<file path="config.mk">
export PLATFORM = sky130hd
export DESIGN_NAME = key_matrix_scanner_debounce_core
export DESIGN_NICKNAME = d
export VERILOG_FILES = /design/src/kmsd_pkg.sv /design/src/kmsd_scan_fsm.sv /design/src/kmsd_key_map.sv /design/src/key_matrix_scanner_debounce_core.sv
export SDC_FILE = /design/constraint.sdc
export NUM_CORES = 1
export LEC_CHECK = 0
export BUFFER_PORTS_ARGS = -buffer_cell sky130_fd_sc_hd__buf_4
export CAP_MARGIN = 0
export CORE_ASPECT_RATIO = 0.5
export CORE_UTILIZATION = 49
export CTS_CLUSTER_SIZE = 16
export DETAILED_ROUTE_END_ITERATION = 16
export PLACE_DENSITY = 0.65
export SLEW_MARGIN = 20
export SYNTH_ARGS = -nofsm -noshare
export SYNTH_HDL_FRONTEND = slang
export SYNTH_HIERARCHICAL = 1
export SYNTH_SLANG_ARGS = --single-unit
</file>
<file path="constraint.sdc">
create_clock -name clk -period 4.88 [get_ports clk]
set_input_delay 0.244 -clock clk [delete_from_list [all_inputs] [get_ports clk]]
set_output_delay 0.244 -clock clk [all_outputs]
set_load 0.005 [all_outputs]
</file>
<file path="src/kmsd_pkg.sv">
// Shared types and constants for the key matrix scanner with debounce.
// Used by every module of the block; depends on nothing else.
`default_nettype none

package kmsd_pkg;

	localparam int MAX_ROWS    = 8;
	localparam int MAX_COLUMNS = 32;
	localparam int ROW_W       = 8;
	localparam int COL_W       = 5;
	localparam int CNT_W       = 16;

	localparam logic [CNT_W-1:0] COUNT_MAX       = 16'hffff;
	localparam logic [CNT_W-1:0] THRESHOLD_RESET = 16'd5;
	localparam logic [5:0]       COLUMNS_RESET   = 6'd21;
	localparam logic [3:0]       ROWS_RESET      = 4'd6;

	localparam logic [1:0] REG_THRESHOLD = 2'd0;
	localparam logic [1:0] REG_COLUMNS   = 2'd1;
	localparam logic [1:0] REG_ROWS      = 2'd2;

	typedef enum logic [1:0] {
		PH_DRIVE    = 2'd0,
		PH_SAMPLE   = 2'd1,
		PH_DEBOUNCE = 2'd2
	} phase_t;

	typedef struct packed {
		logic [CNT_W-1:0] threshold;
		logic [5:0]       column_count;
		logic [3:0]       row_count;
	} cfg_t;

	typedef struct packed {
		logic             valid;
		logic [COL_W-1:0] column;
		logic [ROW_W-1:0] rows;
	} latch_t;

endpackage

`default_nettype wire

</file>
<file path="src/kmsd_scan_fsm.sv">
// Scan phase machine: column stepping, debounce counter and latch decision.
// Depends on kmsd_pkg for the phase type, configuration and latch structs.
`default_nettype none

module kmsd_scan_fsm (
	input  wire                       clk,
	input  wire                       arst_n,
	input  wire                       step,
	input  wire [kmsd_pkg::ROW_W-1:0] row_active,
	input  kmsd_pkg::cfg_t            cfg,
	output kmsd_pkg::phase_t          phase_nxt,
	output logic [kmsd_pkg::COL_W-1:0] column_nxt,
	output kmsd_pkg::latch_t          latch
);

	kmsd_pkg::phase_t               phase_q;
	logic [kmsd_pkg::COL_W-1:0]     cur_col_q;
	logic [kmsd_pkg::COL_W-1:0]     next_col_q;
	logic [kmsd_pkg::CNT_W-1:0]     count_q;

	logic [kmsd_pkg::COL_W-1:0]     next_col_nxt;
	logic [kmsd_pkg::CNT_W-1:0]     count_inc;
	logic [kmsd_pkg::CNT_W-1:0]     count_nxt;
	logic [5:0]                     eff_cols;
	logic [3:0]                     eff_rows;
	logic [8:0]                     mask_wide;
	logic [kmsd_pkg::ROW_W-1:0]     rows;
	logic [kmsd_pkg::COL_W-1:0]     drive_col;
	logic [5:0]                     drive_inc;
	logic                           any_row;
	logic                           settled;

	always_comb begin
		eff_cols = cfg.column_count;
		if (cfg.column_count == 6'd0) begin
			eff_cols = 6'd1;
		end else if (cfg.column_count > 6'(kmsd_pkg::MAX_COLUMNS)) begin
			eff_cols = 6'(kmsd_pkg::MAX_COLUMNS);
		end
		eff_rows = cfg.row_count;
		if (cfg.row_count == 4'd0) begin
			eff_rows = 4'd1;
		end else if (cfg.row_count > 4'(kmsd_pkg::MAX_ROWS)) begin
			eff_rows = 4'(kmsd_pkg::MAX_ROWS);
		end
	end

	assign mask_wide = (9'd1 << eff_rows) - 9'd1;
	assign rows      = row_active & mask_wide[kmsd_pkg::ROW_W-1:0];
	assign any_row   = (rows != '0);
	assign count_inc = (count_q == kmsd_pkg::COUNT_MAX) ? count_q : count_q + 1'b1;
	assign settled   = (count_inc > cfg.threshold);

	// A stale next column left by a larger column count restarts at zero.
	assign drive_col = ({1'b0, next_col_q} < eff_cols) ? next_col_q : '0;
	assign drive_inc = {1'b0, drive_col} + 6'd1;

	// Next phase.
	always_comb begin
		case (phase_q)
			kmsd_pkg::PH_SAMPLE: begin
				phase_nxt = any_row ? kmsd_pkg::PH_DEBOUNCE : kmsd_pkg::PH_DRIVE;
			end
			kmsd_pkg::PH_DEBOUNCE: begin
				if (!any_row || settled) begin
					phase_nxt = kmsd_pkg::PH_DRIVE;
				end else begin
					phase_nxt = kmsd_pkg::PH_DEBOUNCE;
				end
			end
			default: begin
				phase_nxt = kmsd_pkg::PH_SAMPLE;
			end
		endcase
	end

	// Datapath updates for the current phase.
	always_comb begin
		count_nxt    = count_inc;
		column_nxt   = cur_col_q;
		next_col_nxt = next_col_q;
		latch        = '0;
		case (phase_q)
			kmsd_pkg::PH_SAMPLE: begin
				if (any_row) begin
					count_nxt = '0;
				end
			end
			kmsd_pkg::PH_DEBOUNCE: begin
				if (any_row && settled) begin
					count_nxt    = '0;
					latch.valid  = 1'b1;
					latch.column = cur_col_q;
					latch.rows   = rows;
				end
			end
			default: begin
				column_nxt   = drive_col;
				next_col_nxt = (drive_inc >= eff_cols) ? '0 : drive_inc[kmsd_pkg::COL_W-1:0];
			end
		endcase
	end

	always_ff @(posedge clk or negedge arst_n) begin
		if (!arst_n) begin
			phase_q    <= kmsd_pkg::PH_DRIVE;
			cur_col_q  <= '0;
			next_col_q <= '0;
			count_q    <= '0;
		end else if (step) begin
			phase_q    <= phase_nxt;
			cur_col_q  <= column_nxt;
			next_col_q <= next_col_nxt;
			count_q    <= count_nxt;
		end
	end

endmodule

`default_nettype wire

</file>
<file path="src/kmsd_key_map.sv">
// Latched key map: one row mask per column, ORed on latch, cleared by reset.
// Depends on kmsd_pkg for the latch struct and widths.
`default_nettype none

module kmsd_key_map (
	input  wire                        clk,
	input  wire                        arst_n,
	input  wire                        step,
	input  kmsd_pkg::latch_t           latch,
	input  wire [kmsd_pkg::COL_W-1:0]  query_column,
	output logic [kmsd_pkg::ROW_W-1:0] query_rows
);

	logic [kmsd_pkg::ROW_W-1:0] map_q [kmsd_pkg::MAX_COLUMNS];
	logic                       wr_en;

	assign wr_en = step && latch.valid;

	always_ff @(posedge clk or negedge arst_n) begin
		if (!arst_n) begin
			for (int i = 0; i < kmsd_pkg::MAX_COLUMNS; i++) begin
				map_q[i] <= '0;
			end
		end else if (wr_en) begin
			map_q[latch.column] <= map_q[latch.column] | latch.rows;
		end
	end

	// The query sees this item's own latch, so the write is bypassed here.
	always_comb begin
		query_rows = map_q[query_column];
		if (latch.valid && (latch.column == query_column)) begin
			query_rows = query_rows | latch.rows;
		end
	end

endmodule

`default_nettype wire

</file>
<file path="src/key_matrix_scanner_debounce_core.sv">
// Top level of the key matrix scanner with debounce: input and result registers,
// configuration registers, and the scan machine and key map from kmsd_pkg users.
//
// Usage:
//   Each input item is one scan tick: row_active holds the sampled rows (bit set
//   when the row reads low) and query_column selects a key map entry to report.
//   Every item yields exactly one result item: the driven column, a latch report
//   (latch_valid, latch_column, latch_rows), the queried key map rows after the
//   tick, and the scan phase after the tick.
//   out_valid rises once an accepted item has passed the input register and the
//   result register; one item is taken every cycle while in_stall is low, as the
//   phase update between the input register and the result register is combinational.
//   When out_stall and out_valid are high the result register holds; the input register still
//   fills, and in_stall rises only while both registers are occupied.
//   The configuration channel (cfg_valid, cfg_ready, cfg_index, cfg_data) is
//   always ready; index 0 is the debounce threshold, 1 the column count and 2
//   the row count, other indexes are ignored. Write it only while idle.
//   Reset sets phase to column drive, column and counter to zero, clears the
//   whole key map and restores threshold 5, 21 columns and 6 rows.
`default_nettype none

module key_matrix_scanner_debounce_core (
	input  wire        clk,
	input  wire        arst_n,
	input  wire        in_valid,
	output logic       in_stall,
	input  wire  [7:0] row_active,
	input  wire  [4:0] query_column,
	output logic       out_valid,
	input  wire        out_stall,
	output logic [4:0] drive_column,
	output logic       latch_valid,
	output logic [4:0] latch_column,
	output logic [7:0] latch_rows,
	output logic [7:0] query_rows,
	output logic [1:0] scan_phase_out,
	input  wire        cfg_valid,
	output logic       cfg_ready,
	input  wire  [1:0] cfg_index,
	input  wire [15:0] cfg_data
);

	kmsd_pkg::cfg_t             cfg_q;
	logic                       valid_s1;
	logic [7:0]                 rows_s1;
	logic [4:0]                 query_s1;
	logic                       out_valid_q;
	logic                       step;
	logic                       load;
	kmsd_pkg::phase_t           phase_nxt;
	logic [4:0]                 column_nxt;
	kmsd_pkg::latch_t           latch;
	logic [7:0]                 query_nxt;

	assign cfg_ready = 1'b1;

	always_ff @(posedge clk or negedge arst_n) begin
		if (!arst_n) begin
			cfg_q.threshold    <= kmsd_pkg::THRESHOLD_RESET;
			cfg_q.column_count <= kmsd_pkg::COLUMNS_RESET;
			cfg_q.row_count    <= kmsd_pkg::ROWS_RESET;
		end else if (cfg_valid) begin
			case (cfg_index)
				kmsd_pkg::REG_THRESHOLD: cfg_q.threshold    <= cfg_data;
				kmsd_pkg::REG_COLUMNS:   cfg_q.column_count <= cfg_data[5:0];
				kmsd_pkg::REG_ROWS:      cfg_q.row_count    <= cfg_data[3:0];
				default: begin
				end
			endcase
		end
	end

	assign step     = valid_s1 && (!out_valid_q || !out_stall);
	assign in_stall = valid_s1 && !step;
	assign load     = in_valid && !in_stall;

	always_ff @(posedge clk or negedge arst_n) begin
		if (!arst_n) begin
			valid_s1    <= 1'b0;
			out_valid_q <= 1'b0;
		end else begin
			if (load) begin
				valid_s1 <= 1'b1;
			end else if (step) begin
				valid_s1 <= 1'b0;
			end
			if (step) begin
				out_valid_q <= 1'b1;
			end else if (!out_stall) begin
				out_valid_q <= 1'b0;
			end
		end
	end

	always_ff @(posedge clk) begin
		if (load) begin
			rows_s1  <= row_active;
			query_s1 <= query_column;
		end
	end

	kmsd_scan_fsm u_fsm (
		.clk        (clk),
		.arst_n     (arst_n),
		.step       (step),
		.row_active (rows_s1),
		.cfg        (cfg_q),
		.phase_nxt  (phase_nxt),
		.column_nxt (column_nxt),
		.latch      (latch)
	);

	kmsd_key_map u_map (
		.clk          (clk),
		.arst_n       (arst_n),
		.step         (step),
		.latch        (latch),
		.query_column (query_s1),
		.query_rows   (query_nxt)
	);

	always_ff @(posedge clk) begin
		if (step) begin
			drive_column   <= column_nxt;
			latch_valid    <= latch.valid;
			latch_column   <= latch.column;
			latch_rows     <= latch.rows;
			query_rows     <= query_nxt;
			scan_phase_out <= 2'(phase_nxt);
		end
	end

	assign out_valid = out_valid_q;

endmodule

`default_nettype wire
</file>
======== After elaboration in Yosys (flattened, before gate mapping) ========
Index checks and enable logic that the tools add are counted.
cells by class
  add/sub/neg operators ................... 3
  magnitude comparators ................... 8
  eq/ne operators ......................... 7
  shifts and indexed selects .............. 1
  muxes and demuxes ....................... 30
  bitwise logic cells ..................... 6
  reduce and logical (&&, ||, !) cells .... 24
operators by type and width
  kind                                                       count
  bitwise mux 256 bit                                        1
  binary-select mux 8 bit (select 5 bit)                     2
  2-to-1 mux 16 bit                                          3
  2-to-1 mux 8 bit                                           6
  demux 8 bit (select 5 bit)                                 1
  case mux 16 bit (2 select lines)                           1
  2-to-1 mux 14 bit                                          2
  adder 16 x 1 -> 16 bit (second input constant)             1
  == test 16 bit (second input constant)                     1
  > comparator 16 bit                                        1
  bitwise OR 8 bit                                           2
  2-to-1 mux 5 bit                                           3
  greater-or-equal comparator 6 bit (second input constant)  2
  2-to-1 mux 6 bit                                           2
  NOT 5 -> 6 bit                                             2
  bitwise AND 8 bit                                          1
  2-to-1 mux 4 bit                                           2
  AND reduction 2 bit                                        4
  nonzero test 8 bit                                         1
  << shifter 1 x 4 -> 8 bit (first input constant)           1
  subtractor 8 x 1 -> 8 bit (second input constant)          1
  logical AND 1 bit                                          7
  adder 5 x 1 -> 6 bit (second input constant)               1
  greater-or-equal comparator 6 bit                          1
  other kinds (19)                                           30
storage, ports and cells
  flip-flop bits (word level) ............. 354
  logic and storage cells ................. 128

======== Logic depth before layout (Yosys ltp) ========
  depth after elaboration ................. 16
  mapped depth ............................ 25
  depth with buffers taken out ............ 19

======== Cells and area by module ========
Netlist, hierarchy kept.
modules (own cells, without submodules)
  module                            times used  cells an instance  area each (sq um)
  kmsd_key_map                      1           1278               14221.1
  kmsd_scan_fsm                     1           324                2819.0
  key_matrix_scanner_debounce_core  1           108                2356.0

======== Worst setup path after synthesis ========
Ideal clock, no wire load.
  path type ............................... register to register
  from .................................... reg out_valid_q, in the netlist out_valid
  to ...................................... reg u_map/map_q[212] (netlist name)
  library setup time ...................... 0.132 ns
  data arrival time ....................... 4.738 ns
  setup slack ............................. 0.009 ns
  cell stages (with the launch flop) ...... 8
  path buffers ............................ 1
  clock period less this slack ............ 4.871 ns
  cells stage by stage .................... dfrtp_1 -> a21boi_0 -> nand2_1 -> nor3_2 -> nand2_1 -> clkbuf_1 -> nand2_1 -> o21ai_2
between the ends
  word-level cells in the longest chain between the ends .. 4
ends and longest elaborated chain
  item                            RTL line                                RTL
  start: declaration              key_matrix_scanner_debounce_core.sv:47  logic out_valid_q;
  start signal: assignment        key_matrix_scanner_debounce_core.sv:80  out_valid_q <= 1'b0;
  start signal: assignment        key_matrix_scanner_debounce_core.sv:88  out_valid_q <= 1'b1;
  start signal: assignment        key_matrix_scanner_debounce_core.sv:90  out_valid_q <= 1'b0;
  logical NOT 1 bit               key_matrix_scanner_debounce_core.sv:73  assign step = valid_s1 && (!out_valid_q || !out_stall);
  logical OR 1 bit                key_matrix_scanner_debounce_core.sv:73
  logical AND 1 bit               key_matrix_scanner_debounce_core.sv:73
  named net step                  key_matrix_scanner_debounce_core.sv:48  logic step;
  logical AND 1 bit               kmsd_key_map.sv:17                      assign wr_en = step && latch.valid;
  end signal: indexed assignment  kmsd_key_map.sv:25                      map_q[latch.column] <= map_q[latch.column] | latch.rows;
  end: declaration                kmsd_key_map.sv:14                      logic [kmsd_pkg::ROW_W-1:0] map_q [kmsd_pkg::MAX_COLUMNS];
The timed path passes the listed nets, and every way through them passes these cells.
A chain may end at the register's enable or synchronous reset.

==> results.tsv <==
stage	metric	value	unit
logic_synthesis	yosysUniqueCellTypes	81	
pwr	ir_drop	0.0001868	V
routing	vias_per_cell	6.097	
die	coreArea	38920	sq um
worst_hold_path	hp-class	primary input to flip-flop	
logic_synthesis	synth_edf_count	42	
sta	setup_viol	0	
clock_tree	cts_buffers	35	
clock_tree	clkTransAtPathRegs	0.07	ns
placement	place_ws	-0.1196	ns
routing	wl_per_cell	23.26	microns
placement	post_dp_cell_area	21290	sq um
critical_path	critPathCaptureType	flip-flop	
pwr	power.switching	1947	uW
logic_synthesis	syn_area	19400	sq um
sta	layout_setup_ws	0.1421	ns
clock_tree	cts.sinks	354	
clock_tree	cts_root_buf	clkbuf_16	
routing	ant_nets	0	
sta	holdWs	0.2004	ns
layout	area_growth	19.02	%
clock_tree	htreeDepth	2	
logic_synthesis	synth_warnings	6	
critical_path	crit_chain	and4_4 > and3_4 > and3_2 > nor3_2 > xor2_1 > ha_1 > a211oi_1 > o21ai_0 > a221o_1 > nand2_1 > a21bo_2 > nor2_4 > buf_4 > and2_4 > buf_12 > buf_8 > mux4_2 > a22o_1 > a211oi_2 > buf_4 > o21ai_0	
logic_synthesis	ys_ff_latch	354	
routing	drt-initial-drc-count	1452	
die	placementRows	51	
critical_path	worstSetupPathType	flip-flop to flip-flop	
sta	hold_viol	0	
layout	finalInstanceArea	23090	sq um
placement	gp_congestion	0.9089	
die	die_width	283.4	microns
logic_synthesis	async_flop_share	0.8814	
logic_synthesis	synth_area_per_cell	11.34	sq um
global_routing	grt_antenna_before_repair	1	
pwr	swShare	0.2734	
pwr	p_clk_frac	0.383	
layout	final_nets	1963	
run_status	status	complete, no violations	
logic_synthesis	synthCells	1710	
pwr	pwr_density_cell	308.6	nW/um^2
sta	skew	0.01541	ns
sta	timing.fmax	0.2111	GHz
sta	drv_slew	0	
logic_synthesis	synth.yosys.seq_area_share	0.4680	
layout	num-fill-cells	3135	
die	io_pins	68	
global_routing	grt_pass1_vias	14830	
clock_tree	cts_buffer_depth	3	
die	initial_core_util	0.4983	
global_routing	grt-ovfl-total	0	
layout	diodes	0	
routing	drc	0	
critical_path	cpMaxStageDelayCell	dfrtp_1	
flow_run	drv_cap	0	
pwr	p_int	5176	uW
global_routing	grt_max_degree	113	
placement	io_buffer_count	66	
sta	worst-slew-pin-transition	1.014	ns
global_routing	groute.usage.overall	0.2819	
placement	dp_hpwl	38.22	mm
critical_path	cp_slowest_stage_delay	0.40	ns
sta	fin_crit_sh	0.9709	
clock_tree	cts_tree	built	
clock_tree	clk-insertion-delay-late	0.53	ns
critical_path	cp_max_fo	16	
pwr	p_comb_frac	0.159	
layout	drive_gt1_frac	0.3056	
critical_path	worstPathRequired	5.28	ns
sta	fin_crit	4.738	ns
pwr	power_frac_seq	0.459	
pwr	power_leakage	0.009994	uW
sta	slew_headroom	0.3210	
die	die_y	142.7	microns
logic_synthesis	syn-num-nets	1777	
die	die_area	40430	sq um
critical_path	startpoint_type	flip-flop	
routing	totalWireLength	57.02	mm
logic_synthesis	synthFlopType	dfrtp_1	
routing	vias	14940	
routing	dr.pass1.iters	5	
critical_path	arrival	5.13	ns
global_routing	grt_pass1_wl	87.62	mm
pwr	finalPower	7123	uW
## layout make-up
cell class                      count  area (sq um)  share of cell area
Inverter                           29         108.9            0.004715
Multi-Input combinational cell   1208          9527              0.4127
Clock buffer                       47          1003             0.04347
Clock inverter                     15         132.6            0.005745
Sequential cell                   354          9077              0.3932
Tap cell                          530         663.1             0.02872
Timing Repair Buffer              268          2574              0.1115
## metrics by stage
stage | std cells | util | setup TNS [ns]
finish | 2451 | 0.5931 | 0
CTS | 2434 | 0.5854 | 0
detailed placement | 2338 | 0.5470 | -0.3121
global route | 2451 | 0.5931 | -0.1972
global placement | 2338 | 0.5470 | -0.005577
floorplan | 1710 | - | 0
## path summary, 6_finish.rpt
path	start	endpoint	slack, ns	cells after the start
worst min-delay path	cfg_index[0]	cfg_q[10]	0.20	3
max in group asynchronous	arst_n	u_map/map_q[238]	3.43	3
worst max register to register	u_fsm/count_q[6]	u_map/map_q[92]	0.14	21
worst max-delay path	u_fsm/count_q[6]	u_map/map_q[92]	0.14	21
min in group asynchronous	arst_n	u_fsm/next_col_q[1]	0.28	2
worst min register to register	u_map/map_q[255]	u_map/map_q[255]	0.50	2
## power by group through the flow
stage / registers (uW) / logic [uW] / clock network [uW]
after floorplan: 3280 / 783 / 0
after global placement: 3310 / 1060 / 0
after detailed placement: 3320 / 1090 / 0
after CTS: 3260 / 1120 / 2770
after global routing: 3280 / 1230 / 2910
final: 3270 / 1130 / 2720
## per-layer routing
layer,GRT usage,share of wire
met1,0.3846,0.43
met3,0.04728,0.079
met4,0.09445,0.031
met2,0.4607,0.46
met5,0,0
## cells in the mapped netlist, drive strengths merged (31+ instances only)
cell / count / area (sq um)
o21ai: 141 / 915.9
a221oi: 32 / 280.3
buf: 82 / 663.1
ha: 31 / 387.9
nand2: 190 / 720.7
mux2i: 131 / 1311
edfxtp: 42 / 1261
mux4: 64 / 1528
clkbuf: 37 / 138.9
mux2: 32 / 360.4
nor2: 180 / 690.7
a22o: 53 / 464.2
a21oi: 160 / 1124
dfrtp: 305 / 7632
## placed cells by master, fill, tap and decap left out, drive strengths merged, types with 7 or more instances in the layout
cell type / synthesis / layout
and3: 8 / 8
and2: 10 / 10
nand2: 190 / 190
nor2: 180 / 180
a221oi: 32 / 32
mux2: 32 / 32
xor2: 9 / 9
o21ai: 141 / 141
buf: 82 / 235
a22o: 53 / 53
mux2i: 131 / 131
nor2b: 7 / 7
clkinv: 0 / 9
ha: 31 / 31
inv: 29 / 29
mux4: 64 / 64
xnor2: 7 / 7
dfrtp: 305 / 305
clkbuf: 37 / 48
edfxtp: 42 / 42
dlygate4sd3: 0 / 32
dfstp: 7 / 7
nor3: 13 / 13
o2bb2ai: 10 / 10
nand4: 10 / 10
nand2b: 8 / 8
nand3: 15 / 15
a211oi: 18 / 18
o22ai: 19 / 19
a21oi: 160 / 160
## registers in the layout, summed over array words and instances (netlist names), 5 cells and up
| signal | count |
|---|---|
| latch_rows | 8 |
| u_fsm/count_q | 16 |
| drive_column | 5 |
| rows_s1 | 8 |
| u_fsm/next_col_q | 5 |
| cfg_q | 26 |
| latch_column | 5 |
| u_map/map_q | 256 |
| query_rows | 8 |
| u_fsm/cur_col_q | 5 |
| query_s1 | 5 |
## worst max-delay path, delay by kind of cell, from the launching register on
kind	cells	cell delay [ns]
AOI/OAI and AO/OA	7	1.56
xor gates and xnor gates	1	0.19
adders and majority gates	1	0.27
buffers and inverters	4	0.66
DFF	1	0.40
muxes	1	0.36
and+or+nand+nor	7	1.15
## timing repair
action / CTS / global route
resized for setup: 4 / 31
hold buffers: 32 / 0
hold endpoints to repair: 131 / 0
cloned: 0 / 2
setup buffers: 2 / 15
endpoints found under the setup margin: 35 / 207
pin swaps: 1 / 12
## logic make-up after synthesis
group                      after synthesis  share of synthesized area
DFF                                    354                     0.4680
and+or+nand+nor                        467                     0.1091
buffers and inverters                  148                    0.04696
xor gates and xnor gates                16                   0.007225
muxes                                  227                     0.1649
adders and majority gates               31                    0.02000
AOI/OAI and AO/OA                      465                     0.1833
other                                    2                  0.0003872
No activity file was read; power rests on OpenSTA's default activity.
